## config.mk

```make
export PLATFORM = sky130hd
export DESIGN_NAME = top_n_insertion_tracker
export DESIGN_NICKNAME = d
export VERILOG_FILES = /design/src/design/tnit_pkg.sv /design/src/design/top_n_insertion_tracker.sv /design/src/design/tnit_ctrl.sv /design/src/design/tnit_dpath.sv
export VERILOG_INCLUDE_DIRS = /design/src /design/src/design
export SDC_FILE = /design/constraint.sdc
export NUM_CORES = 2
export LEC_CHECK = 0
export BUFFER_PORTS_ARGS = -buffer_cell sky130_fd_sc_hd__buf_4
export CORE_MARGIN = 2
export CORE_UTILIZATION = 55
export DETAILED_ROUTE_END_ITERATION = 12
export GPL_TIMING_DRIVEN = 0
export PLACE_DENSITY = 0.69
export SLEW_MARGIN = 20
export SYNTH_ARGS = -nofsm -noshare
export SYNTH_HDL_FRONTEND = slang
export SYNTH_SLANG_ARGS = --single-unit
```

## constraint.sdc

```tcl
create_clock -name clk_i -period 21.6 [get_ports clk_i]
set_input_delay 5.4 -clock clk_i [delete_from_list [all_inputs] [get_ports clk_i]]
set_output_delay 5.4 -clock clk_i [all_outputs]
set_load 0.03 [all_outputs]
```

## src/design/assert_macros.svh

```systemverilog
// Assertion macros shared by the top-N insertion tracker modules.
`ifndef ASSERT_MACROS_SVH
`define ASSERT_MACROS_SVH

// Checks a property on every rising clock edge outside reset.
`define ASSERT_CLK(label, prop, msg) \
  label: assert property (@(posedge clk_i) disable iff (!rst_ni) (prop)) else $error(msg);

// Checks that a condition never holds on a rising clock edge outside reset.
`define ASSERT_NEVER(label, cond, msg) \
  label: assert property (@(posedge clk_i) disable iff (!rst_ni) !(cond)) else $error(msg);

`endif

```

## src/design/tnit_pkg.sv

```systemverilog
// Package with the shared types and constants of the top-N insertion tracker.
`default_nettype none

package tnit_pkg;

  localparam int unsigned TOP_N_DEF = 10;
  localparam int unsigned REQ_W     = 2;
  localparam int unsigned VALUE_W   = 32;
  localparam int unsigned SEC_W     = 32;
  localparam int unsigned TAG_W     = 16;
  localparam int unsigned SLOT_W    = 4;

  typedef enum logic [REQ_W-1:0] {
    REQ_OFFER = 2'd0,
    REQ_DUMP  = 2'd1,
    REQ_CLEAR = 2'd2
  } req_e;

  typedef enum logic [1:0] {
    RESP_OFFER = 2'd0,
    RESP_ENTRY = 2'd1,
    RESP_CLEAR = 2'd2
  } resp_e;

  typedef struct packed {
    logic latch;
    logic compare;
    logic insert;
    logic dump_step;
    logic clear;
  } cmd_t;

  typedef struct packed {
    logic out_free;
    logic dump_last;
  } status_t;

endpackage

`default_nettype wire

```

## src/design/top_n_insertion_tracker.sv

```systemverilog
// Top level of the top-N insertion tracker.
//
// Keeps the TOP_N largest offered values in descending order, earliest first among equal
// values. A request is taken only while the block is idle. An offer is latched when it is
// taken, then compared in a registered step against all stored entries in parallel, and
// then the list is shifted and the response loaded, so no new request is taken until the
// offer's response is loaded. A dump of N entries returns them in order (one empty entry
// when the list is empty), as the list rotates through its head entry and one entry leaves
// per cycle while the output is not stalled. Every response waits in one output register,
// and a stalled output holds the block in its current step.
`default_nettype none

module top_n_insertion_tracker #(
  parameter int unsigned TOP_N = tnit_pkg::TOP_N_DEF
) (
  input  wire logic                          clk_i,
  input  wire logic                          rst_ni,
  input  wire logic                          in_valid_i,
  output logic                               in_stall_o,
  input  wire logic [tnit_pkg::REQ_W-1:0]    req_type_i,
  input  wire logic [tnit_pkg::VALUE_W-1:0]  offer_value_i,
  input  wire logic [tnit_pkg::SEC_W-1:0]    offer_secondary_i,
  input  wire logic [tnit_pkg::TAG_W-1:0]    offer_tag_i,
  output logic                               out_valid_o,
  input  wire logic                          out_stall_i,
  output logic [1:0]                         resp_kind_o,
  output logic                               accepted_o,
  output logic [tnit_pkg::SLOT_W-1:0]        slot_o,
  output logic                               entry_valid_o,
  output logic [tnit_pkg::VALUE_W-1:0]       entry_value_o,
  output logic [tnit_pkg::SEC_W-1:0]         entry_secondary_o,
  output logic [tnit_pkg::TAG_W-1:0]         entry_tag_o,
  output logic [tnit_pkg::SLOT_W-1:0]        fill_level_o,
  output logic                               last_o
);

  tnit_pkg::cmd_t    cmd;
  tnit_pkg::status_t status;

  tnit_ctrl u_ctrl (
    .clk_i      (clk_i),
    .rst_ni     (rst_ni),
    .in_valid_i (in_valid_i),
    .in_stall_o (in_stall_o),
    .req_type_i (req_type_i),
    .status_i   (status),
    .cmd_o      (cmd)
  );

  tnit_dpath #(
    .TOP_N (TOP_N)
  ) u_dpath (
    .clk_i             (clk_i),
    .rst_ni            (rst_ni),
    .cmd_i             (cmd),
    .status_o          (status),
    .offer_value_i     (offer_value_i),
    .offer_secondary_i (offer_secondary_i),
    .offer_tag_i       (offer_tag_i),
    .out_valid_o       (out_valid_o),
    .out_stall_i       (out_stall_i),
    .resp_kind_o       (resp_kind_o),
    .accepted_o        (accepted_o),
    .slot_o            (slot_o),
    .entry_valid_o     (entry_valid_o),
    .entry_value_o     (entry_value_o),
    .entry_secondary_o (entry_secondary_o),
    .entry_tag_o       (entry_tag_o),
    .fill_level_o      (fill_level_o),
    .last_o            (last_o)
  );

endmodule

`default_nettype wire

```

## src/design/tnit_ctrl.sv

```systemverilog
// Controller state machine of the top-N insertion tracker.
`default_nettype none
`include "assert_macros.svh"

module tnit_ctrl (
  input  wire logic                        clk_i,
  input  wire logic                        rst_ni,
  input  wire logic                        in_valid_i,
  output logic                             in_stall_o,
  input  wire logic [tnit_pkg::REQ_W-1:0]  req_type_i,
  input  wire tnit_pkg::status_t           status_i,
  output tnit_pkg::cmd_t                   cmd_o
);

  typedef enum logic [4:0] {
    S_IDLE = 5'b00001,
    S_CMP  = 5'b00010,
    S_INS  = 5'b00100,
    S_DUMP = 5'b01000,
    S_CLR  = 5'b10000
  } state_e;

  state_e state_q, state_d;
  logic   accept;

  assign in_stall_o = (state_q != S_IDLE);
  assign accept     = in_valid_i && !in_stall_o;

  always_comb begin
    state_d = state_q;
    cmd_o   = '0;
    unique case (state_q)
      S_IDLE: begin
        if (accept) begin
          cmd_o.latch = 1'b1;
          unique case (req_type_i)
            tnit_pkg::REQ_OFFER: state_d = S_CMP;
            tnit_pkg::REQ_DUMP:  state_d = S_DUMP;
            tnit_pkg::REQ_CLEAR: state_d = S_CLR;
            default:             state_d = S_IDLE;
          endcase
        end
      end
      S_CMP: begin
        cmd_o.compare = 1'b1;
        state_d       = S_INS;
      end
      S_INS: begin
        if (status_i.out_free) begin
          cmd_o.insert = 1'b1;
          state_d      = S_IDLE;
        end
      end
      S_DUMP: begin
        if (status_i.out_free) begin
          cmd_o.dump_step = 1'b1;
          if (status_i.dump_last) begin
            state_d = S_IDLE;
          end
        end
      end
      S_CLR: begin
        if (status_i.out_free) begin
          cmd_o.clear = 1'b1;
          state_d     = S_IDLE;
        end
      end
      default: state_d = S_IDLE;
    endcase
  end

  always_ff @(posedge clk_i or negedge rst_ni) begin
    if (!rst_ni) begin
      state_q <= S_IDLE;
    end else begin
      state_q <= state_d;
    end
  end

  `ASSERT_CLK(a_cmp_then_ins, state_q == S_CMP |=> state_q == S_INS, "compare not followed by insert")
  `ASSERT_CLK(a_one_cmd, $countones(cmd_o) <= 1, "more than one datapath command at once")
  `ASSERT_CLK(a_state_onehot, $onehot(state_q), "state register not one-hot")

endmodule

`default_nettype wire

```

## src/design/tnit_dpath.sv

```systemverilog
// Datapath of the top-N insertion tracker: entry list, compare, shift and result register.
`default_nettype none
`include "assert_macros.svh"

module tnit_dpath #(
  parameter int unsigned TOP_N = tnit_pkg::TOP_N_DEF
) (
  input  wire logic                          clk_i,
  input  wire logic                          rst_ni,
  input  wire tnit_pkg::cmd_t                cmd_i,
  output tnit_pkg::status_t                  status_o,
  input  wire logic [tnit_pkg::VALUE_W-1:0]  offer_value_i,
  input  wire logic [tnit_pkg::SEC_W-1:0]    offer_secondary_i,
  input  wire logic [tnit_pkg::TAG_W-1:0]    offer_tag_i,
  output logic                               out_valid_o,
  input  wire logic                          out_stall_i,
  output logic [1:0]                         resp_kind_o,
  output logic                               accepted_o,
  output logic [tnit_pkg::SLOT_W-1:0]        slot_o,
  output logic                               entry_valid_o,
  output logic [tnit_pkg::VALUE_W-1:0]       entry_value_o,
  output logic [tnit_pkg::SEC_W-1:0]         entry_secondary_o,
  output logic [tnit_pkg::TAG_W-1:0]         entry_tag_o,
  output logic [tnit_pkg::SLOT_W-1:0]        fill_level_o,
  output logic                               last_o
);

  localparam int unsigned CW = $clog2(TOP_N + 1);

  logic [tnit_pkg::VALUE_W-1:0] val_q [TOP_N];
  logic [tnit_pkg::VALUE_W-1:0] val_d [TOP_N];
  logic [tnit_pkg::SEC_W-1:0]   sec_q [TOP_N];
  logic [tnit_pkg::SEC_W-1:0]   sec_d [TOP_N];
  logic [tnit_pkg::TAG_W-1:0]   tag_q [TOP_N];
  logic [tnit_pkg::TAG_W-1:0]   tag_d [TOP_N];

  logic [tnit_pkg::VALUE_W-1:0] req_val_q;
  logic [tnit_pkg::SEC_W-1:0]   req_sec_q;
  logic [tnit_pkg::TAG_W-1:0]   req_tag_q;

  logic [CW-1:0]    cnt_q, cnt_d, cnt_m1;
  logic [CW-1:0]    dump_q;
  logic [TOP_N-1:0] ge_d, ge_q, ins_edge;
  logic [CW-1:0]    pos;
  logic             full_ge, dump_empty, dump_last, load;

  tnit_pkg::resp_e              resp_kind_q;
  logic                         out_valid_q, accepted_q, entry_valid_q, last_q;
  logic [tnit_pkg::SLOT_W-1:0]  slot_q, fill_q;
  logic [tnit_pkg::VALUE_W-1:0] entry_value_q;
  logic [tnit_pkg::SEC_W-1:0]   entry_secondary_q;
  logic [tnit_pkg::TAG_W-1:0]   entry_tag_q;

  assign cnt_m1     = cnt_q - CW'(1);
  assign dump_empty = (cnt_q == '0);
  assign dump_last  = dump_empty || (dump_q == cnt_m1);
  assign full_ge    = &ge_q;
  assign load       = cmd_i.insert || cmd_i.dump_step || cmd_i.clear;

  assign status_o.out_free  = !out_valid_q || !out_stall_i;
  assign status_o.dump_last = dump_last;

  for (genvar g = 0; g < TOP_N; g++) begin : g_entry
    assign ge_d[g] = (CW'(g) < cnt_q) && (val_q[g] >= req_val_q);

    if (g == 0) begin : g_head
      assign ins_edge[g] = !ge_q[g];
    end else begin : g_body
      assign ins_edge[g] = !ge_q[g] && ge_q[g-1];
    end

    always_comb begin
      val_d[g] = val_q[g];
      sec_d[g] = sec_q[g];
      tag_d[g] = tag_q[g];
      if (cmd_i.insert && !ge_q[g]) begin
        if (ins_edge[g]) begin
          val_d[g] = req_val_q;
          sec_d[g] = req_sec_q;
          tag_d[g] = req_tag_q;
        end else begin
          if (g > 0) begin
            val_d[g] = val_q[(g > 0) ? g - 1 : 0];
            sec_d[g] = sec_q[(g > 0) ? g - 1 : 0];
            tag_d[g] = tag_q[(g > 0) ? g - 1 : 0];
          end
        end
      end else if (cmd_i.dump_step && !dump_empty) begin
        if (CW'(g) == cnt_m1) begin
          val_d[g] = val_q[0];
          sec_d[g] = sec_q[0];
          tag_d[g] = tag_q[0];
        end else if (CW'(g) < cnt_m1) begin
          val_d[g] = val_q[(g + 1 < TOP_N) ? g + 1 : g];
          sec_d[g] = sec_q[(g + 1 < TOP_N) ? g + 1 : g];
          tag_d[g] = tag_q[(g + 1 < TOP_N) ? g + 1 : g];
        end
      end
    end
  end

  always_comb begin
    pos = '0;
    for (int i = 0; i < TOP_N; i++) begin
      if (ins_edge[i]) begin
        pos = pos | CW'(i);
      end
    end
    if (full_ge) begin
      pos = CW'(TOP_N);
    end
  end

  always_comb begin
    cnt_d = cnt_q;
    if (cmd_i.insert && !full_ge && (cnt_q < CW'(TOP_N))) begin
      cnt_d = cnt_q + CW'(1);
    end else if (cmd_i.clear) begin
      cnt_d = '0;
    end
  end

  always_ff @(posedge clk_i) begin
    for (int i = 0; i < TOP_N; i++) begin
      val_q[i] <= val_d[i];
      sec_q[i] <= sec_d[i];
      tag_q[i] <= tag_d[i];
    end
    if (cmd_i.latch) begin
      req_val_q <= offer_value_i;
      req_sec_q <= offer_secondary_i;
      req_tag_q <= offer_tag_i;
    end
    if (cmd_i.compare) begin
      ge_q <= ge_d;
    end
  end

  always_ff @(posedge clk_i or negedge rst_ni) begin
    if (!rst_ni) begin
      cnt_q       <= '0;
      dump_q      <= '0;
      out_valid_q <= 1'b0;
    end else begin
      cnt_q <= cnt_d;
      if (cmd_i.latch) begin
        dump_q <= '0;
      end else if (cmd_i.dump_step) begin
        dump_q <= dump_q + CW'(1);
      end
      if (load) begin
        out_valid_q <= 1'b1;
      end else if (!out_stall_i) begin
        out_valid_q <= 1'b0;
      end
    end
  end

  always_ff @(posedge clk_i) begin
    if (load) begin
      accepted_q        <= 1'b0;
      slot_q            <= '0;
      entry_valid_q     <= 1'b0;
      entry_value_q     <= '0;
      entry_secondary_q <= '0;
      entry_tag_q       <= '0;
      fill_q            <= tnit_pkg::SLOT_W'(cnt_d);
      last_q            <= 1'b1;
      if (cmd_i.insert) begin
        resp_kind_q <= tnit_pkg::RESP_OFFER;
        accepted_q  <= !full_ge;
        slot_q      <= tnit_pkg::SLOT_W'(pos);
      end else if (cmd_i.dump_step) begin
        resp_kind_q <= tnit_pkg::RESP_ENTRY;
        slot_q      <= tnit_pkg::SLOT_W'(dump_q);
        last_q      <= dump_last;
        if (!dump_empty) begin
          entry_valid_q     <= 1'b1;
          entry_value_q     <= val_q[0];
          entry_secondary_q <= sec_q[0];
          entry_tag_q       <= tag_q[0];
        end
      end else begin
        resp_kind_q <= tnit_pkg::RESP_CLEAR;
      end
    end
  end

  assign out_valid_o       = out_valid_q;
  assign resp_kind_o       = resp_kind_q;
  assign accepted_o        = accepted_q;
  assign slot_o            = slot_q;
  assign entry_valid_o     = entry_valid_q;
  assign entry_value_o     = entry_value_q;
  assign entry_secondary_o = entry_secondary_q;
  assign entry_tag_o       = entry_tag_q;
  assign fill_level_o      = fill_q;
  assign last_o            = last_q;

  `ASSERT_CLK(a_cnt_bound, cnt_q <= CW'(TOP_N), "fill count above list size")
  `ASSERT_NEVER(a_load_busy, load && out_valid_q && out_stall_i, "result register overwritten")
  `ASSERT_CLK(a_dump_keeps_cnt, cmd_i.dump_step |=> $stable(cnt_q), "dump changed fill count")

endmodule

`default_nettype wire

```

Yosys cells after proc, flatten, opt, wreduce, memory -nomap -nowiden
Memories as Yosys holds them, arrays and structs flattened.
Index checks and enable logic that the tools add are counted.
{"block": "op_classes", "addsub": 3, "n_mul": 0, "div_mod_pow": 0, "order_cmp": 30, "eq_ne": 23, "shifts": 0, "mux": 180, "n_bitwise": 1, "reduce_logical": 61}
{"cell": "32-bit 2-to-1 mux", "count": 98}
{"cell": "16-bit 2-to-1 mux", "count": 49}
{"cell": "32-bit greater-or-equal comparator", "count": 10}
{"cell": "4-bit 2-to-1 mux", "count": 9}
{"cell": "1-bit logical AND", "count": 33}
{"cell": "3-bit by 4-bit less-than comparator with 1-bit output (first input constant)", "count": 8}
{"cell": "5-bit 2-to-1 mux", "count": 4}
{"cell": "5-bit case mux with 4 select lines", "count": 1}
{"cell": "3-bit by 4-bit == test with 1-bit output (first input constant)", "count": 4}
{"cell": "1-bit by 4-bit less-than comparator with 1-bit output (first input constant)", "count": 4}
{"cell": "2-bit by 4-bit less-than comparator with 1-bit output (first input constant)", "count": 4}
{"cell": "1-bit logical NOT", "count": 15}
{"cell": "5-bit case mux with 3 select lines", "count": 1}
{"cell": "4-bit less-than comparator (first input constant)", "count": 3}
{"cell": "3-bit 2-to-1 mux", "count": 4}
{"cell": "1-bit 2-to-1 mux", "count": 11}
{"cell": "10-bit AND reduction", "count": 1}
{"cell": "4-bit by 1-bit adder with 4-bit output (second input constant)", "count": 2}
{"cell": "2-bit by 4-bit == test with 1-bit output (first input constant)", "count": 2}
{"cell": "4-bit == test (first input constant)", "count": 2}
{"cell": "4-bit logical NOT", "count": 2}
{"cell": "2-bit by 1-bit != test with 1-bit output (second input constant)", "count": 4}
{"cell": "2-bit 2-to-1 mux", "count": 3}
{"cell": "5-bit by 1-bit == test with 1-bit output (second input constant)", "count": 1}
{"cell": "other kinds (19)", "count": 23}
{"block": "totals", "ff_bits": 197, "latchBits": 0, "mem_bits_rw": 800, "romBits": 0, "inputBits": 86, "word_cells": 318, "memories": 3}
{"name": "u_dpath.sec_q", "depth": 10, "width": 32, "rd": 10, "rd_clocked_by_memory_dff": 0, "write_ports": 10, "line_no": "tnit_dpath.sv:32", "rtl": "logic [tnit_pkg::SEC_W-1:0] sec_q [TOP_N];"}
{"name": "u_dpath.val_q", "depth": 10, "width": 32, "rd": 10, "rd_clocked_by_memory_dff": 0, "write_ports": 10, "line_no": "tnit_dpath.sv:30", "rtl": "logic [tnit_pkg::VALUE_W-1:0] val_q [TOP_N];"}
{"name": "u_dpath.tag_q", "depth": 10, "width": 16, "rd": 10, "rd_clocked_by_memory_dff": 0, "write_ports": 10, "line_no": "tnit_dpath.sv:34", "rtl": "logic [tnit_pkg::TAG_W-1:0] tag_q [TOP_N];"}

Longest topological paths before layout
{"block": "depth", "depth_word": 13, "ltp_mapped": 12}

Hierarchy
A second synthesis with hierarchy kept.
{"block": "unflattened", "cells_unflattened": 5456, "hier_area_um2": 60394.2}
{"module": "tnit_dpath", "instances": 1, "cells_per_inst": 5424, "area_per_inst_um2": 60072.6}
{"module": "tnit_ctrl", "instances": 1, "cells_per_inst": 32, "area_per_inst_um2": 321.6}

Worst setup path after synthesis
No wires, ideal clock.
{"block": "synth_path", "path_type": "input port to flip-flop", "start": "input out_stall_i", "end": "memory u_dpath.sec_q[1][0] in the netlist's numbering (enable)", "setup_time_ps": 629, "arrival_ps": 11811, "t_required_ps": 20971, "path_slack_ps": 9160, "path_stages": 4, "path_cell_list": "a2111oi_4 > nand2_1 > clkbuf_1 > o21ai_0"}
{"item": "start: declaration", "line_no": "top_n_insertion_tracker.sv:25", "rtl": "input wire logic out_stall_i,"}
{"item": "end: declaration", "line_no": "tnit_dpath.sv:32"}

==> flow_summary.json <==
{
  "cp_common_cell": "inv_1",
  "first_iter_violations": 7452,
  "cp_max_fo": 42,
  "place_ws_ps": 11750,
  "tns_ps": 0,
  "seqPwrFrac": 0.390,
  "drt-wirelength-per-cell_um": 30.0,
  "worstPathArrival_ps": 9820,
  "dr.pass1.iters": 9,
  "antenna_found_initial": 14,
  "critPathRequiredTime_ps": 21980,
  "wl_um": 225000,
  "cts_made_buffers": 111,
  "htreeDepth": 3,
  "n_fill_cell": 8885,
  "status": "finished clean",
  "clock_power_share": 0.296,
  "core-area_mm2": 0.109,
  "cts_resized": 0,
  "clk_pin_slew_ps": 70,
  "gp_congestion": 1.02,
  "cp-end-kind": "register",
  "post_cts_buffers": 0,
  "slowest_stage": "nand2_4",
  "slew_headroom": 0.0878,
  "antenna_left": 0,
  "cts_sinks": 997,
  "rows": 121,
  "swShare": 0.354,
  "seq_area_frac_synth": 0.497,
  "synth_cell_types": 69,
  "maxSlewViolCount": 0,
  "grt_use_total": 0.391,
  "syn-cell-area_mm2": 0.0601,
  "postCtsHoldBufs": 0,
  "fp.dieH_um": 334,
  "vias": 52295,
  "dieArea_mm2": 0.112,
  "drive_above_1_share": 0.113,
  "post-route-util": 0.627,
  "yosys_warnings": 0,
  "synth-seq-cells": 997,
  "insertion_delay_ps": 730,
  "avgSynthCellArea_um2": 10.6,
  "synthToLayoutAreaGrowth_pct": 13.3,
  "fin_skew_ps": 32.9,
  "start_util": 0.553,
  "power_density_mw_per_mm2": 94.5,
  "cts_tree": "yes",
  "synthCells": 5654,
  "grt_pass1_wl_um": 326000,
  "clk_root_buffer_cell": "clkbuf_16",
  "worst_ir_drop_vdd_mv": 0.105,
  "async_reset_ff_frac": 0.0140,
  "drc": 0,
  "min_period_ps": 9440,
  "hp-class": "reg2reg",
  "fmax_mhz": 106,
  "path_class": "in2reg",
  "rsz0062_at_grt": "false",
  "port_buffers": 180,
  "synth-edff-count": 983,
  "globalRouteOverflowTotal": 0,
  "p_comb_frac": 0.314,
  "setup_viol": 0,
  "crit_path_cell_trace": "buf_4, nand2_1, nand4_1, inv_1, nand2b_1, inv_1, clkbuf_2, buf_12, clkbuf_1, o21ai_0, nand2_4, buf_16",
  "dpl_cell_area_mm2": 0.0645,
  "p_int_mw": 4.16,
  "final.setup.worst_slack_ps": 12160,
  "ys_dominant_reg_cell": "edfxtp_1",
  "syn_nets": 6066,
  "die_w_um": 334,
  "switching_power_mw": 2.28,
  "cts_buffer_depth": 3,
  "vias_per_cell": 6.95,
  "grt_pass1_vias": 50346,
  "finish.net_count": 6406,
  "leakagePower_nw": 26.2,
  "ios": 181,
  "finalInstanceArea_mm2": 0.0681,
  "tightest_slew_ps": 1370,
  "hpwlAfterDp_um": 163000,
  "cp-start-kind": "primary input",
  "drv_cap": 0,
  "hold_viol": 0,
  "grt_max_degree": 47,
  "finalCritPeriodShare": 0.437,
  "timing.hold.ws_ps": 567,
  "cpPeakStageDelay_ps": 630
}
-- registers in the layout, summed over array words and instances (netlist names) --
register	flops
u_dpath.sec_q	320
u_dpath.val_q	320
u_dpath.tag_q	160
u_dpath.entry_secondary_o	32
u_dpath.entry_value_o	32
u_dpath.req_sec_q	32
u_dpath.req_val_q	32
u_dpath.entry_tag_o	16
u_dpath.req_tag_q	16
u_dpath.ge_q	10
u_ctrl.state_q	5
u_dpath.cnt_q	4
u_dpath.dump_q	4
u_dpath.fill_level_o	4
u_dpath.slot_o	4
u_dpath.resp_kind_o	2
u_dpath.accepted_o	1
u_dpath.entry_valid_o	1
u_dpath.last_o	1
u_dpath.out_valid_o	1
-- path summary, 6_finish.rpt --
check	start	to	slack (ps)	cells past startpoint
max	out_stall_i	u_dpath.sec_q[3][10]	12160	12
min	u_dpath.tag_q[1][1]	u_dpath.tag_q[0][1]	570	1
max reg2reg	u_dpath.cnt_q[0]	u_dpath.sec_q[3][10]	15910	14
min reg2reg	u_dpath.tag_q[1][1]	u_dpath.tag_q[0][1]	570	1
max in group asynchronous	rst_ni	u_ctrl.state_q[0]	16800	1
min in group asynchronous	rst_ni	u_dpath.cnt_q[3]	4530	1
-- layout by cell type (no fill, tap or decap), types with 81 or more instances in the layout --
master | Yosys | final
a21o_1 | 97 | 96
a21oi_1 | 374 | 374
a22o_1 | 82 | 82
and2_1 | 81 | 81
buf_4 | 0 | 180
clkbuf_1 | 454 | 451
clkbuf_16 | 0 | 112
edfxtp_1 | 983 | 983
ha_1 | 326 | 326
mux2_2 | 122 | 122
mux2i_1 | 419 | 418
nand2_1 | 252 | 248
nand3_1 | 917 | 914
nor2_1 | 313 | 309
o211ai_1 | 480 | 480
o21ai_0 | 220 | 214
-- metrics by stage --
step / total power [mW] / cells
after global placement: 4.42 / 7248
after floorplan: 3.79 / 5654
final: 6.43 / 7521
after detailed placement: 4.49 / 7295
after CTS: 6.36 / 7494
after global routing: 6.63 / 7498
-- layout make-up --
class | count | area (um2) | share of cell area
diodes | 27 | 67.6 | 0.000993
plain buffers | 590 | 2440 | 0.0358
clock buffers | 129 | 2870 | 0.0421
clock inverters | 70 | 602 | 0.00884
inverters | 54 | 203 | 0.00298
multi-input cells | 4013 | 27800 | 0.408
flip-flops and latches | 997 | 29900 | 0.439
well taps | 1414 | 1770 | 0.0260
repair buffers | 227 | 2490 | 0.0365
-- routing by layer --
metal,part of all wire,global-route usage,vias up
met5,0.00066,0.00478,-
met3,0.14,0.125,653
met1,0.38,0.515,25491
li1,-,-,22371
met2,0.43,0.569,3764
met4,0.057,0.223,16
-- cells by family after synthesis --
logic type      after synthesis  share of synthesized area
compound gates             1345                      0.146
xor+xnor                      9                    0.00154
fa+ha+maj                   326                     0.0679
buf+inv                     644                     0.0434
flops                       997                      0.497
mux                         547                     0.0938
simple gates               1786                      0.150
-- critical path, delay by kind of cell --
family	cells	cell delay, ps
buf+inv	7	2440
simple gates	4	1550
compound gates	1	350
-- cell usage after synthesis (19+ instances only) --
cell	n	area, um2
edfxtp_1	983	29500
nand3_1	917	4590
o211ai_1	480	3600
clkbuf_1	454	1700
mux2i_1	419	4190
a21oi_1	374	1870
ha_1	326	4080
nor2_1	313	1170
nand2_1	252	946
o21ai_0	220	1100
mux2_2	122	1370
a21o_1	97	728
a22o_1	82	718
and2_1	81	507
buf_1	77	289
nand3_2	71	711
buf_2	40	200
nand4_1	39	244
and4_1	31	272
clkinv_1	31	116
inv_1	23	86.3
buf_6	19	214
nand2b_1	19	119
-- power by group through the flow --
stage	Sequential, mW	Combinational, mW	Clock, mW
after detailed placement	2.54	1.95	0
after CTS	2.50	1.96	1.90
after floorplan	2.60	1.19	0
after global routing	2.52	2.14	1.96
final	2.51	2.02	1.90
after global placement	2.59	1.82	0
Power figures use the tool's default switching activity.
